**config.mk**
```make
export PLATFORM = sky130hd
export DESIGN_NAME = q2e_sqrt_cell
export DESIGN_NICKNAME = d
export VERILOG_FILES = /design/src/q2e_sqrt_cell.sv
export SDC_FILE = /design/constraint.sdc
export NUM_CORES = 1
export LEC_CHECK = 0
export ABC_AREA = 1
export BUFFER_PORTS_ARGS = -buffer_cell sky130_fd_sc_hd__buf_2
export CELL_PAD_IN_SITES_DETAIL_PLACEMENT = 1
export CELL_PAD_IN_SITES_GLOBAL_PLACEMENT = 1
export CORE_MARGIN = 3
export CORE_UTILIZATION = 33
export DETAILED_ROUTE_END_ITERATION = 8
export GPL_TIMING_DRIVEN = 0
export PLACE_DENSITY_LB_ADDON = 0.1
export SYNTH_ARGS = -nofsm -noshare
export SYNTH_HDL_FRONTEND = slang
export SYNTH_SLANG_ARGS = --single-unit
```
**constraint.sdc**
```tcl
create_clock -name clk -period 1.9 [get_ports clk]
set_input_delay 0.095 -clock clk [delete_from_list [all_inputs] [get_ports clk]]
set_output_delay 0.095 -clock clk [all_outputs]
set_load 0.01 [all_outputs]
```
**src/q2e_sqrt_cell.sv**
```systemverilog
// One registered step of the restoring integer square root: one root bit per cell.
// Stand-alone; depends on nothing.
module q2e_sqrt_cell #(
    parameter int SQ = 29
) (
    input  logic            clk,
    input  logic [2*SQ-1:0] rad_in,
    input  logic [SQ+1:0]   rem_in,
    input  logic [SQ-1:0]   root_in,
    output logic [2*SQ-1:0] rad_out,
    output logic [SQ+1:0]   rem_out,
    output logic [SQ-1:0]   root_out
);

    logic [SQ+3:0] rem_try;
    logic [SQ+3:0] trial;
    logic          take;

    always_comb
    begin
        rem_try = {rem_in, rad_in[2*SQ-1:2*SQ-2]};
        trial   = {2'b00, root_in, 2'b01};
        take    = (rem_try >= trial);
    end

    always_ff @(posedge clk)
    begin
        rad_out <= {rad_in[2*SQ-3:0], 2'b00};
        if (take)
        begin
            rem_out  <= (SQ+2)'(rem_try - trial);
            root_out <= {root_in[SQ-2:0], 1'b1};
        end
        else
        begin
            rem_out  <= rem_try[SQ+1:0];
            root_out <= {root_in[SQ-2:0], 1'b0};
        end
    end

endmodule

```
# After elaboration in Yosys (flattened, before gate mapping)
# Index checks and enable logic that the tools add are counted.
[totals]
in_bits = 119
ff_bits = 116
word_cells = 7
latchBits = 0
ramBits = 0
n_memories = 0
output_inout_bits = 118
mem_bits_ro = 0
[classes]
n_shift = 0
n_div = 0
bitwise_logic = 0
n_mux = 2
add_sub_neg = 1
reduce_logical = 0
order_cmp = 1
n_mul = 0
eq_ne = 0
[op_table]
columns = ["operator", "count"]
rows = [
  ["33-bit by 31-bit >= comparator with 1-bit output", 1],
  ["31-bit 2-to-1 mux", 1],
  ["31-bit subtractor", 1],
  ["1-bit 2-to-1 mux", 1],
]

# Longest topological paths before layout
[logic_depth]
word_depth = 2
mapped_depth = 16
mapped_depth_nobuf = 14

# Worst setup path before layout
# Ideal clock, no wire load.
[synth_timing]
path_kind = "input -> register"
start = "in root_in[25]"
end = "reg rem_out[15]"
required_time_ps = 1788
path_slack_ps = 372
arrival_ps = 1416
stages = 12
setup_time_ps = 112
path_buffers = 1
path_cell_list = "inv_1 > ha_1 > nand2_1 > inv_2 > a21oi_1 > nand2b_1 > nand3_2 > nor2_4 > nand2_8 > buf_8 > nand2_1 > nand2_1"
[synth_between]
elab_chain_len = 2
[synth_rtl]
columns = ["element", "line_no", "text"]
rows = [
  ["from (decl)", "9", "input logic [SQ-1:0] root_in,"],
  ["33-bit by 31-bit >= comparator with 1-bit output", "23", "take = (rem_try >= trial);"],
  ["31-bit 2-to-1 mux", "29", "if (take)"],
  ["to (signal assigned)", "31", "rem_out <= (SQ+2)'(rem_try - trial);"],
  ["to (signal assigned)", "36", "rem_out <= rem_try[SQ+1:0];"],
  ["to (decl)", "11", "output logic [SQ+1:0] rem_out,"],
]
# No other way between the ends.

# Worst setup path in the final report
[layout_timing]
start = "in rad_in[56]"
end = "reg rem_out[16]"
[layout_between]
elab_chain_len = 2
word_cells_on_any_way = 3
classes_between = "add/sub (1); order compare (1); mux (1)"
[layout_rtl]
columns = ["element", "line_no", "text"]
rows = [
  ["from (decl)", "7", "input logic [2*SQ-1:0] rad_in,"],
  ["31-bit subtractor / 33-bit by 31-bit >= comparator with 1-bit output (equally long branches)", "31, 23", ""],
  ["31-bit 2-to-1 mux *", "29", ""],
]
# Every way passes the cells marked *; elsewhere a longest branch is shown, timed or not.

==> flow_metrics.env <==
export IMPL_finalHoldViolations=0
export IMPL_synth_cells=739
export IMPL_cts_tree="built"
export IMPL_viasPerCell=4.39
export IMPL_cts_buffers_inserted=17
export IMPL_crit_fanout=6
export IMPL_wirelength_mm=21.5
export IMPL_synth_yosys_warnings=0
export IMPL_die_w_um=134
export IMPL_root_buffer="clkbuf_16"
export IMPL_async_reset_ff_frac=0
export IMPL_die_y_um=134
export IMPL_start_util=0.338
export IMPL_synth_simple_area_share=0.332
export IMPL_syn_area_mm2=0.00537
export IMPL_synth_top_family_by_area="simple AND/OR/NAND/NOR gates"
export IMPL_status="finished, final reports clean"
export IMPL_synth_flop_cell="dfxtp_1"
export IMPL_drv_slew=0
export IMPL_arrival_ns=2.00
export IMPL_critPathLaunch="rad_in[56]"
export IMPL_max_freq_mhz=593
export IMPL_path_clk_slew_ns=0.06
export IMPL_drtPass1Iterations=4
export IMPL_yosysUniqueCellTypes=31
export IMPL_muxShareOfSynthArea=0
export IMPL_grt_usage=0.246
export IMPL_vias=5862
export IMPL_synth_compound_area_frac=0.0214
export IMPL_synthAdderAreaFrac=0.0722
export IMPL_fin_crit_sh=0.887
export IMPL_grt_overflow_total=0
export IMPL_whs_ns=0.0677
export IMPL_ctsLongestPathBuffers=2
export IMPL_design_die_area_mm2=0.0179
export IMPL_fin_crit_ns=1.69
export IMPL_leakagePower_uw=0.00483
export IMPL_cts_setup_buffers=0
export IMPL_crit_path_end_kind="flip-flop"
export IMPL_worstPathRequired_ns=2.21
export IMPL_drive_above_1_share=0.278
export IMPL_core_mm2=0.0159
export IMPL_grt_max_degree=17
export IMPL_hp_start="rad_in[57]"
export IMPL_synth_edf_count=0
export IMPL_ant_nets=0
export IMPL_route_detailed_drc=0
export IMPL_drtIter0Drc=201
export IMPL_fin_util=0.539
export IMPL_antenna_found_initial=1
export IMPL_fin_nets=1257
export IMPL_total_power_uw=7630
export IMPL_synth_xor_area_share=0.0228
export IMPL_synth_seq_area_share=0.432
export IMPL_grt_pass1_wl_mm=34.4
export IMPL_rsz0062_at_grt="no"
export IMPL_setup_viol=0
export IMPL_syn_area_per_cell_um2=7.27
export IMPL_gp_congestion=0.859
export IMPL_ys_ff_latch=116
export IMPL_std_cell_rows=46
export IMPL_grt_pass1_vias=6284
export IMPL_maxCapViolCount=0
export IMPL_syn2layout_area_growth_pct=59.3
export IMPL_hold_path_class="in2reg"
export IMPL_ir_worst_vdd_v=0.000610
export IMPL_num_io_pins=237
export IMPL_h_tree_depth=4
export IMPL_critPathKind="in2reg"
export IMPL_io_buffers=234
export IMPL_critPathLaunchType="input pin"
export IMPL_dp_hpwl_mm=14.4
export IMPL_wl_per_cell_um=16.1
export IMPL_clkSinkCount=116
export IMPL_setup_tns_ns=0
export IMPL_powerDensity_mw_per_mm2=892
[report_power, final]
part	internal [uW]	switching, uW	total (uW)	leakage (uW)
Clock	1940	1300	3230	0.000276
Sequential	2660	63.3	2730	0.000979
Combinational	716	954	1670	0.00358
Total	5320	2320	7630	0.00483
[cell usage in the layout, fill, tap and decap left out, drive strengths merged]
master	synthesis	final
xor2	13	13
dlygate4sd3	0	114
nor3	6	6
inv	144	147
o21ai	2	2
nand3b	9	9
bufinv	0	2
clkinvlp	0	3
nor2	36	36
ha	31	31
buf	12	246
and2	4	4
o21bai	1	1
clkbuf	0	17
dfxtp	116	116
nand2	269	269
nand2b	1	1
nand4	4	4
diode	0	1
conb	1	2
xnor2	1	1
nand3	70	70
clkinv	0	6
a21oi	18	18
a211oi	1	1
[cells in the mapped netlist, drive strengths merged (2+ instances only)]
master,instances,share of area
nor2,36,0.028
nand4,4,0.0047
nand3,70,0.080
buf,12,0.018
o21ai,2,0.0019
xor2,13,0.021
a21oi,18,0.017
ha,31,0.072
nor3,6,0.0065
nand3b,9,0.013
dfxtp,116,0.43
and2,4,0.0047
inv,144,0.10
nand2,269,0.19
[critical path: stages]
cell	delay, ns
dlygate4sd3_1	0.52
buf_2	0.16
inv_1	0.07
ha_1	0.23
inv_1	0.10
nand3_1	0.09
nand3_2	0.11
nand2_1	0.07
nand3_2	0.12
nand3_1	0.13
nand2_1	0.09
nand2_1	0.06
nand3_2	0.08
nand2_1	0.06
[routing by layer]
layer,share of wire,GRT usage
met2,0.49,0.438
met5,0,0
met3,0.047,0.0517
met1,0.44,0.299
met4,0.017,0.0737
[timing repair]
action                     4_1_cts  5_1_grt
hold buffers                   114        0
hold endpoints to repair       114        0
gates resized for setup          0        4
setup endpoints to repair        0        5
[flip-flops by register name (all words and copies together) (netlist names)]
name      count
rad_out      56
rem_out      31
root_out     29
[kinds of logic (layout without fill, tap and decap cells)]
kind of cell               after synthesis  after routing
and+or+nand+nor                        399            399
buffers and inverters                  156            535
DFF                                    116            116
adders and majority gates               31             31
AOI/OAI and AO/OA                       22             22
xor gates and xnor gates                14             14
other                                    1              3
[final timing paths]
| kind | to | slack (ns) | cells after the start |
|---|---|---|---|
| max | rem_out[16] | 0.21 | 14 |
| min | rem_out[1] | 0.07 | 3 |
[area by class of cell]
class                      count  area, um2
inverter                     144        541
fill                        2078       7330
multi-input combinational    468       2440
clock buffer                  17        425
sequential                   116       2320
buffer                        12       96.3
tap                          216        270
antenna                        1       2.50
timing repair buffer         348       2310
clock inverter                14        154
[through the flow]
step                instances  worst slack [ns]  instance area, um2
floorplan                 740             0.372                5380
global placement         1190           -0.0800                6820
detailed placement       1190           -0.0999                6820
CTS                      1335            0.0698                8540
global route             1336            0.0411                8560
finish                   1336             0.214                8560
Power figures use the tool's default switching activity.
