===== src/q2e_pkg.sv =====
// Shared constants and fixed-point helpers for the quaternion to Euler angles block.
// Used by the CORDIC cell and the top level; depends on nothing.
package q2e_pkg;

    localparam int CORDIC_STAGES_DEF = 16;
    localparam int FRAC_BITS_DEF     = 14;
    localparam int ATAN_LEN          = 24;
    localparam int SQRT_BITS         = 29;
    localparam int QW                = 16;
    localparam int PW                = 32;
    localparam int SW                = 34;
    localparam int SSW               = 30;
    localparam int XW                = 36;

    localparam logic signed [31:0] HALF_PI_Q30 = 32'sd1686629713;
    localparam logic signed [31:0] PI_Q13      = 32'sd25736;
    localparam logic signed [31:0] HALF_PI_Q13 = 32'sd12868;
    localparam logic signed [SW-1:0] ONE_Q28   = SW'(64'sd268435456);

    localparam logic [30:0] ATAN_Q30 [ATAN_LEN] = '{
        31'd843314857, 31'd497837829, 31'd263043837, 31'd133525159,
        31'd67021687,  31'd33543516,  31'd16775851,  31'd8388437,
        31'd4194283,   31'd2097149,   31'd1048576,   31'd524288,
        31'd262144,    31'd131072,    31'd65536,     31'd32768,
        31'd16384,     31'd8192,      31'd4096,      31'd2048,
        31'd1024,      31'd512,       31'd256,       31'd128
    };

    function automatic logic signed [31:0] rnd_shift(logic signed [31:0] v, int s);
        logic signed [31:0] half;
        logic signed [31:0] r;
        if (s == 0)
        begin
            r = v;
        end
        else
        begin
            half = 32'sd1 <<< (s - 1);
            if (v < 0)
            begin
                r = -((-v + half) >>> s);
            end
            else
            begin
                r = (v + half) >>> s;
            end
        end
        return r;
    endfunction

    function automatic logic signed [31:0] atan_step(int idx, int frac);
        return rnd_shift($signed({1'b0, ATAN_Q30[idx]}), 30 - frac);
    endfunction

    function automatic logic signed [31:0] half_pi(int frac);
        return rnd_shift(HALF_PI_Q30, 30 - frac);
    endfunction

    function automatic logic signed [31:0] to_q13(logic signed [31:0] a, int frac);
        logic signed [31:0] r;
        if (frac >= 13)
        begin
            r = rnd_shift(a, frac - 13);
        end
        else
        begin
            r = a <<< (13 - frac);
        end
        return r;
    endfunction

    function automatic logic signed [31:0] sat(logic signed [31:0] v,
                                               logic signed [31:0] lim);
        logic signed [31:0] r;
        if (v > lim)
        begin
            r = lim;
        end
        else if (v < -lim)
        begin
            r = -lim;
        end
        else
        begin
            r = v;
        end
        return r;
    endfunction

endpackage


===== src/q2e_cordic_cell.sv =====
// One registered micro-rotation of a vectoring CORDIC.
// Depends on q2e_pkg for the arctangent step.
module q2e_cordic_cell #(
    parameter int XW    = 36,
    parameter int AW    = 17,
    parameter int STAGE = 0,
    parameter int FRAC  = 14
) (
    input  logic                 clk,
    input  logic signed [XW-1:0] x_in,
    input  logic signed [XW-1:0] y_in,
    input  logic signed [AW-1:0] ang_in,
    output logic signed [XW-1:0] x_out,
    output logic signed [XW-1:0] y_out,
    output logic signed [AW-1:0] ang_out
);

    localparam logic signed [AW-1:0] DA = AW'(q2e_pkg::atan_step(STAGE, FRAC));

    logic signed [XW-1:0] dx;
    logic signed [XW-1:0] dy;

    assign dx = y_in >>> STAGE;
    assign dy = x_in >>> STAGE;

    always_ff @(posedge clk)
    begin
        if (y_in > 0)
        begin
            x_out   <= x_in + dx;
            y_out   <= y_in - dy;
            ang_out <= ang_in + DA;
        end
        else
        begin
            x_out   <= x_in - dx;
            y_out   <= y_in + dy;
            ang_out <= ang_in - DA;
        end
    end

endmodule


===== config.mk =====
export PLATFORM = sky130hd
export DESIGN_NAME = q2e_cordic_cell
export DESIGN_NICKNAME = d
export VERILOG_FILES = /design/src/q2e_pkg.sv /design/src/q2e_cordic_cell.sv
export SDC_FILE = /design/constraint.sdc
export NUM_CORES = 1
export LEC_CHECK = 0
export BUFFER_PORTS_ARGS = -buffer_cell sky130_fd_sc_hd__buf_2
export CORE_UTILIZATION = 50
export CTS_BUF_LIST = sky130_fd_sc_hd__clkbuf_16
export DETAILED_ROUTE_END_ITERATION = 10
export GPL_ROUTABILITY_DRIVEN = 0
export PLACE_DENSITY = 0.76
export SYNTH_ARGS = -nofsm -noshare
export SYNTH_HDL_FRONTEND = slang
export SYNTH_SLANG_ARGS = --single-unit

===== constraint.sdc =====
create_clock -name clk -period 4.85 [get_ports clk]
set_input_delay 0.485 -clock clk [delete_from_list [all_inputs] [get_ports clk]]
set_output_delay 0.485 -clock clk [all_outputs]
set_load 0.005 [all_outputs]

# ---- Yosys cells after proc, flatten, opt, wreduce, memory -nomap -nowiden
# Cells that the tools add are included.
dict set report totals {
  in_bits 90
  wordCells 12
  register_bits 89
}
dict set report classes {
  magnitude_cmp 1
  n_mux 3
  add_sub_neg 5
}
# operator n
set op_table {}
lappend op_table {{$mux 36} 2}
lappend op_table {{$sub 36x36->36} 2}
lappend op_table {{$add 36x36->36} 1}
lappend op_table {{$gt 36x1->1 const B} 1}
lappend op_table {{$add 17x15->17 const B} 1}
lappend op_table {{$mux 17} 1}
lappend op_table {{$sub 17x15->17 const B} 1}

# ---- Longest topological paths before layout
dict set report depth {
  ltp_word 2
  depth_mapped 17
  depth_no_buf 16
}

# ---- Worst setup path after synthesis
# No wires, ideal clock.
dict set report synth_path {
  path_kind {input port to flip-flop}
  start {input y_in[34]}
  end {register ang_out[15]}
  cell_stages 17
  setup_time_ps 72
  arrival_ps 3845
  setup_slack_ps 933
  path_buffers 2
  cell_sequence {nor4_1 nand4_1 nor2_1 a41o_1 clkbuf_1 clkbuf_1 ha_1 a21o_1 a21oi_1 o21ai_0 a21o_1 a21oi_1 o21ai_0 o41ai_1 o21bai_1 a21oi_1 xnor2_1}
}
dict set report synth_via {
  elab_chain_len 2
}
# element line_no
set synth_lines {}
lappend synth_lines {{start, declared} q2e_cordic_cell.sv:11} ;# input logic signed [XW-1:0] y_in,
lappend synth_lines {{$gt 36x1->1} q2e_cordic_cell.sv:28} ;# if (y_in > 0)
lappend synth_lines {{$mux 17} q2e_cordic_cell.sv:28}
lappend synth_lines {{end signal, assigned} q2e_cordic_cell.sv:32} ;# ang_out <= ang_in + DA;
lappend synth_lines {{end signal, assigned} q2e_cordic_cell.sv:38} ;# ang_out <= ang_in - DA;
lappend synth_lines {{end, declared} q2e_cordic_cell.sv:15} ;# output logic signed [AW-1:0] ang_out
# Every way passes these cells.

# ---- Final worst setup path
dict set report layout_path {
  start {input y_in[1]}
  end {register ang_out[16]}
}
# The elaborated chain is that of the path after synthesis.

==> out/qor.csv <==
metric,value,unit
status,"complete, no violations",
post-route-period-util,72.99,%
synth.most_common_cell,a21oi_1,
synthTopCellsByArea,"dfxtp_1, ha_1, a21oi_1",
grt_pass1_wl,40670,um
synth_top_cell_area_share,20.75,%
num_io_pins,179,
clk_pin_slew,0.06,ns
maxSlewViolCount,0,
hold_depth,1,
die_h,132.3,um
yosysSeqAreaShare,20.75,%
fin_area,9812,um2
syn_area,8489,um2
synth_cells,1125,
io_buffers,178,
end_kind,flop,
rsz0062_at_grt,no,
powerDensity,289.9,nW/um2
critical_path_depth,15,
grt_max_degree,54,
yosysWarnings,0,
grt_pass1_vias,8122,
maxSlewHeadroom,41.99,%
cts_root_buf,clkbuf_16,
p_leak,4.746,nW
cts_resized,0,
first_pass_iters,6,
cp_top_family,compound AO/OA/AOI/OAI gates,
synth_common_cells,"a21oi_1, ha_1, inv_1",
die-area,17500,um2
max_stage_delay,0.54,ns
drive_above_1_share,16.69,%
layout.nets,1483,
cp_common_cell,o21ai_0,
final.setup.tns,0,ns
finalHoldViolations,0,
cts_max_level,3,
synth-seq-cells,88,
dpl_cell_area,9497,um2
antenna_left,0,
drt-total-wl,25770,um
core,16580,um2
wl_per_cell,17.21,um
hp-class,input port to flop,
track_usage,29.23,%
antenna_found_initial,2,
async_reset_ff_share,0,%
crit_type,input port to flop,
yosys.area.top_type,dfxtp_1,
fin_cells,1498,
cts_sinks,88,
synth-edff-count,0,
cp-start-kind,input port,
hpwl,20540,um
worst-slew-pin-transition,0.8589,ns
cts_max_path_buffers,2,
synth.avg_cell_area,7.546,um2
dieWidth,132.3,um
drv_cap,0,
synth_cell_types,73,
crit_fanout,6,
cts_made_buffers,9,
postCtsSetupBuffers,0,
area_delta_synth_final,15.58,%
gr-total-overflow,0,
crit_arrival,3.76,ns
cp.required,5.07,ns
synth_ff_type,dfxtp_1,
fmax,0.2825,GHz
period_needed,3.540,ns
cp_cell_sequence,"buf_2, nor4_1, nand4_1, nor2_1, a41o_2, ha_1, nor2b_1, o21ai_0, a21boi_1, o21ai_0, nand2b_1, a21oi_1, o21ai_0, o41ai_1, o211ai_1",
cts_tree,done,
vias,8782,
crit_buf_inv,1,
rows,47,
hold_buffers,0,
setup_viol,0,
peakVddDrop,182.5,uV
start_util,51.19,%
crit_slowest_cell,o41ai_1,
drc_errors,0,
via_per_inst,5.862,
syn_nets,1337,
dp_cells,1480,
drt_iter0_markers,908,
==> cells by family after synthesis <==
kind of cell	Yosys count	share of synthesized area (%)
buffers and inverters	164	7.458
AOI/OAI and AO/OA	368	27.46
muxes	18	2.122
xor gates and xnor gates	81	8.357
adders and majority gates	122	18.33
and+or+nand+nor	284	15.52
DFF	88	20.75
==> per-stage QoR <==
step	total power, mW	setup slack, ns	hold WS, ns	util (%)
6_report	2.845	1.310	0.2195	59.17
5_1_grt	3.000	0.9589	0.2205	59.15
4_1_cts	2.835	1.311	0.2179	59.14
3_5_place_dp	2.082	0.9511	0.5891	57.27
3_3_place_gp	2.067	1.068	0.5900	57.27
2_1_floorplan	1.668	0.9330	0.5127	-
==> final cells by class <==
cell class | count | area (um2)
fillers | 1566 | 6771
multi-input cells | 873 | 6096
flip-flops and latches | 88 | 1762
repair buffers | 183 | 928.4
inverters | 116 | 435.4
well taps | 220 | 275.3
clock buffers | 9 | 225.2
clock inverters | 7 | 85.08
diodes | 2 | 5.005
==> path summary, 6_finish.rpt <==
check | slack (ns) | to | startpoint
worst max-delay path | 1.31 | ang_out[16]$_DFF_P_ | y_in[1]
worst min-delay path | 0.22 | ang_out[0]$_DFF_P_ | ang_in[0]
==> layer usage <==
layer	GRT usage [%]	vias to the layer above	wire length (um)
met5	0	-	45
met1	38.67	3986	11000
li1	-	4208	-
met2	45.30	497	11210
met4	14.11	2	1070
met3	6.036	89	2449
==> placed cells by master, fill, tap and decap left out, types with 10 or more instances in the layout <==
cell type,instances
a21oi_1,146
o21bai_1,27
a31oi_1,10
mux2i_1,18
nand3_1,17
dfxtp_1,88
nor2b_1,13
nor4_1,13
ha_1,118
buf_2,178
xnor2_1,68
xor2_1,13
o21ai_0,54
nand2b_1,11
o211ai_1,14
o31ai_1,10
nor3_1,25
a21o_1,28
inv_1,114
nand2_1,61
nor2_1,112
==> state kept, by name, indices dropped and copies added, names as in the netlist <==
register  count
x_out        35
y_out        36
ang_out      17
==> power breakdown <==
group | internal [mW] | leakage [nW] | total, mW | switching (mW)
combinational | 0.479 | 3.85 | 1.16 | 0.680
sequential | 0.893 | 0.743 | 0.934 | 0.0410
clock | 0.447 | 0.152 | 0.751 | 0.304
total | 1.82 | 4.75 | 2.84 | 1.03
Note: power is estimated with default switching activity, not from simulation.
